`src/hw/rtl/mfe_fifo.sv`:
```
`timescale 1ns / 1ps
module mfe_fifo #(
   parameter int DEPTH = 2,
   parameter type item_type = logic
) (
   input  logic     clock,
   input  logic     reset,
   input  logic     push,
   input  item_type push_item,
   output logic     full,
   input  logic     pop,
   output item_type pop_item,
   output logic     empty
);
   localparam int PTR_W = (DEPTH > 1) ? $clog2(DEPTH) : 1;
   localparam int CNT_W = $clog2(DEPTH + 1);

   item_type store_ff [DEPTH];
   logic [PTR_W-1:0] wr_ff, wr_in, rd_ff, rd_in;
   logic [CNT_W-1:0] cnt_ff, cnt_in;
   logic do_push, do_pop;

   assign full = (cnt_ff == CNT_W'(DEPTH));
   assign empty = (cnt_ff == '0);
   assign do_push = push && !full;
   assign do_pop = pop && !empty;
   assign pop_item = store_ff[rd_ff];

   always_comb begin
      wr_in = do_push ? PTR_W'(wr_ff + PTR_W'(1)) : wr_ff;
      rd_in = do_pop ? PTR_W'(rd_ff + PTR_W'(1)) : rd_ff;
      cnt_in = CNT_W'(cnt_ff + CNT_W'(do_push) - CNT_W'(do_pop));
   end

   always_ff @(posedge clock) begin
      if (reset) begin
         wr_ff <= '0;
         rd_ff <= '0;
         cnt_ff <= '0;
      end else begin
         wr_ff <= wr_in;
         rd_ff <= rd_in;
         cnt_ff <= cnt_in;
      end
   end

   always_ff @(posedge clock) begin
      if (do_push) begin
         store_ff[wr_ff] <= push_item;
      end
   end

endmodule

```
`config.mk`:
```
export PLATFORM = sky130hd
export DESIGN_NAME = mfe_fifo
export DESIGN_NICKNAME = d
export VERILOG_FILES = /design/src/hw/rtl/mfe_fifo.sv
export SDC_FILE = /design/constraint.sdc
export NUM_CORES = 1
export LEC_CHECK = 0
export BUFFER_PORTS_ARGS = -buffer_cell sky130_fd_sc_hd__buf_2
export CORE_AREA = 2 2 39 41
export CTS_BUF_LIST = sky130_fd_sc_hd__clkbuf_16
export DETAILED_ROUTE_END_ITERATION = 8
export DIE_AREA = 0 0 41 43
export HOLD_SLACK_MARGIN = 0.08
export SETUP_SLACK_MARGIN = 0.02
export SYNTH_ARGS = -nofsm -noshare
export SYNTH_HDL_FRONTEND = slang
export SYNTH_SLANG_ARGS = --single-unit
```
`constraint.sdc`:
```
create_clock -name clock -period 3 [get_ports clock]
set_input_delay 0 -clock clock [delete_from_list [all_inputs] [get_ports clock]]
set_output_delay 0 -clock clock [all_outputs]
set_load 0.1 [all_outputs]
```
== Word level (Yosys, flattened, before mapping) ==
Memories as Yosys holds them, arrays and structs flattened. A register that Yosys moved wholly into a read port is not among the register bits.
Index checks and enable logic that the tools add are counted.

* Register bits after elaboration: 4
* Memory bits (writable): 2
* Output and inout port bits: 3
* Memories kept: 1

{| class="wikitable"
|+ Memory list
! memory !! depth !! bits a word !! read ports !! clocked after memory_dff !! write ports !! RTL line !! RTL
|-
| store_ff || 2 || 1 || 1 || 1 || 1 || 18 || <nowiki>item_type store_ff [DEPTH];</nowiki>
|}

* $add $sub $neg: 4
* Equality and inequality tests: 1
* Muxes and demuxes: 4
* Reduce and logical (&&, ||, !) cells: 5

{| class="wikitable"
|+ Operators by type and width
! kind !! number
|-
| $mux W1 || 4
|-
| $add A1 B1 Y1 const B || 2
|-
| $add A2 B1 Y2 || 1
|-
| $eq A2 B2 Y1 const B || 1
|-
| $logic_and A1 B1 Y1 || 2
|-
| $logic_not A1 Y1 || 2
|-
| $logic_not A2 Y1 || 1
|-
| $sub A2 B1 Y2 || 1
|}

== Longest topological paths before layout ==
* Word-level depth: 5
* Mapped depth: 8
* Depth with buffers taken out: 8

== Worst setup path before layout ==
No wires, ideal clock.

* Kind: register to output
* Start point: register cnt_ff[1]
* End point: output port empty
* Arrival time: 1.599 ns
* Required time: 3.000 ns
* Setup slack: 1.401 ns
* Cell stages (with the launch flop): 2
* Path buffers: 0
* Cell sequence: dfxtp_1 > nor2_1

* Longest elaborated chain between the ends: 1

{| class="wikitable"
|+ RTL lines
! element !! RTL line !! RTL
|-
| start: declaration || 20 || <nowiki>logic [CNT_W-1:0] cnt_ff, cnt_in;</nowiki>
|-
| start signal: assignment || 43 || <nowiki>cnt_ff <= cnt_in;</nowiki>
|-
| $logic_not A2 Y1 || 24 || <nowiki>assign empty = (cnt_ff == '0);</nowiki>
|-
| end: declaration || 13 || <nowiki>output logic empty</nowiki>
|}

Every way passes these cells.

== Worst setup path in the final report ==
* Start point: register cnt_ff[0]
* End point: register cnt_ff[1]

* Longest elaborated chain between the ends: 5
* Elaborated cells on any way between the ends: 8
* Classes of those cells: add/sub (2); eq/ne (1); reduce/logical (5)

{| class="wikitable"
|+ RTL lines
! element !! RTL line !! RTL
|-
| $eq A2 B2 Y1 || 23 || <nowiki>assign full = (cnt_ff == CNT_W'(DEPTH));</nowiki>
|-
| $logic_not A1 Y1 || 25 || <nowiki>assign do_push = push && !full;</nowiki>
|-
| $logic_and A1 B1 Y1 || 25 ||
|-
| $add A2 B1 Y2 || 32 || <nowiki>cnt_in = CNT_W'(cnt_ff + CNT_W'(do_push) - CNT_W'(do_pop));</nowiki>
|-
| $sub A2 B1 Y2 * || 32 ||
|}

Mark *: on every way between the ends. The rest lies on a longest branch, timed or not.
A chain may end at the register's enable or synchronous reset.

==> results.md <==
- Site Rows: 14
- Clock Sinks: 7
- Syn Nets: 37
- RSZ-0062 raised after global routing: false
- Max_slew headroom: 68.00%
- CP max stage cell: dfxtp_1
- Critical-path maximum fanout: 4
- Slowest Stage Delay on Critical Path: 0.36 ns
- Crit path from: cnt_ff[0]
- Grt met2 use: 13.75%
- Layout net count: 51
- Final core utilization: 33.18%
- Cts bufs inserted: 3
- Routability cong.: 0.5877
- CTS H-tree depth: 1
- Initial antenna violation count: 0
- Hold Path Origin: push
- Final wirelength: 585 um
- Reg2reg start: cnt_ff[0]
- Residual DRC: 0
- Area Growth Syn to Fin: 50.41%
- Syn Inst Count: 30
- Starting Density: 22.06%
- Cts hold-fix bufs: 2
- # setup viols final: 0
- Max-slew violation count: 0
- Status: finished, final reports clean
- Vias in the first global route: 248
- Max-Cap Viols: 0
- Critical Path End Type: flop
- Core area: 1384 um^2
- Hpwl dp: 429.4 um
- TritonCTS clock tree: done
- Commonest non-fill, non-tap cells in the layout: 7 x buf_2, 5 x dfxtp_1, 4 x nor2_1, 4 x inv_1, 3 x clkbuf_16
- Worst skew pair latency: 0.23 ns
- Post-CTS Setup Bufs: 0
- Gr ovfl total: 0
- Most Crowded Layer GR: met4
- Post-CTS Resized: 0
- Die height: 43 um
- Achievable Freq: 642.3 MHz
- Wire per inst: 9.915 um
- Most common cell after layout, fill and taps aside: buf_2
- Final Hold Viols: 0
- Die area: 1763 um^2
- Final period utilization: 51.90%
- Met1 usage: 7.006%
- Worst setup SP type: flop
- First-pass GRT wire length: 945 um
- Setup TNS: 0 ns
- ANT nets after route: 0
- Port Buf Inserts: 7
- Pin count of the biggest net entering global routing: 6
- Top cell type's share of synthesized area: 32.79%
- Chip width: 41 um
- Crit Path Class: reg2reg
- Synth Warn #: 0
- Share of layout cells above drive strength 1: 32.56%
- GRT Resource Usage Total: 9.309%
- Vias/cell: 4.068
- Design area: 459.2 um^2
- Worst hold path type: in2reg
- Ports: 8
- 1st-iter DRT viols: 1
- Placed Area: 360.3 um^2
- Crit-path cells: nand2b_2 -> nand2_1 -> ha_1 -> inv_1 -> ha_1 -> xor2_1 -> and2_1 -> nor3_1
- Mapped Avg Cell Area: 10.18 um^2
- Yosys cell types: 19
- Critical Path AT: 1.71 ns
- Clock skew: 0.0006252 ns
- Inserted Diodes: 0
- Clock Path Buffers: 2
- Grt met3 use: 3.141%
- Yosys reg bits: 7
- Worst slew pin tran: 0.4833 ns
- Tmin final: 1.557 ns
- Post-synthesis sequential area ratio: 52.46%
- Largest cells by area after synthesis: dfxtp_1 33%, edfxtp_1 20%, ha_1 8.2%
- Critical path data required time: 3.15 ns
- Clk pin slew, worst setup/hold paths: 0.04 ns
- Root Buffer: clkbuf_16
- TritonRoute pass-1 iters: 2
- Vias post-DR: 240
- Critical Path Most Common Cell: ha_1
- Mapped Area: 305.3 um^2
- Yosys top cell by area: dfxtp_1
[kinds of logic after synthesis]
family	count (synthesis)	share of synthesized area [%]
AND/OR/NAND/NOR	11	19.26
adder cells (fa/ha/maj)	2	8.195
multiplexers	1	3.688
AO/OA/AOI/OAI	3	5.735
XOR/XNOR	2	5.739
flip-flops	7	52.46
buffers and inverters	4	4.917
[stage by stage]
step,worst slack (ns),std cells,hold slack [ns]
3_3_place_gp,1.465,53,0.1961
5_1_grt,1.306,59,0.1855
3_5_place_dp,1.448,53,0.2064
2_1_floorplan,1.401,30,0.06907
6_report,1.443,59,0.1655
4_1_cts,1.438,59,0.1681
[cells in the mapped netlist]
cell      count
a21oi_1       1
and2_1        1
xor2_1        1
ha_1          2
or3_1         1
xnor2_1       1
nor2b_1       1
nand2_1       1
inv_2         1
edfxtp_1      2
dfxtp_1       5
nand2b_2      1
nor3_1        1
o21a_1        1
o21ai_0       1
inv_1         3
and3_2        1
nor2_1        4
mux2_2        1
[final cells by class]
cell class	count	area, um^2
multi-input combinational	19	130.1
inverter	4	15.01
clock inverter	1	3.754
fill	140	924.6
timing repair buffer	9	55.05
tap	16	20.02
clock buffer	3	75.07
sequential	7	160.2
[layer usage]
| metal | routed length, um | up-vias |
|---|---|---|
| li1 | - | 122 |
| met1 | 216 | 106 |
| met2 | 285 | 8 |
| met3 | 37 | 4 |
| met4 | 45 | 0 |
| met5 | 0 | - |
[critical path, delay by kind of cell, from the launching register on]
| family | cells | cell delay [ns] |
|---|---|---|
| XOR/XNOR | 1 | 0.15 |
| buffers and inverters | 1 | 0.04 |
| AND/OR/NAND/NOR | 4 | 0.50 |
| adder cells (fa/ha/maj) | 2 | 0.43 |
| flip-flops | 1 | 0.36 |
[path summary, 6_finish.rpt]
path | slack [ns] | cells after the start | to
max | 1.44 | 8 | cnt_ff[1]
min | 0.17 | 4 | wr_ff
max reg2reg | 1.44 | 8 | cnt_ff[1]
min reg2reg | 0.50 | 2 | wr_ff
Power is not shown: default switching activity piles up to over one toggle a cycle in this logic, so the estimate is an artifact.
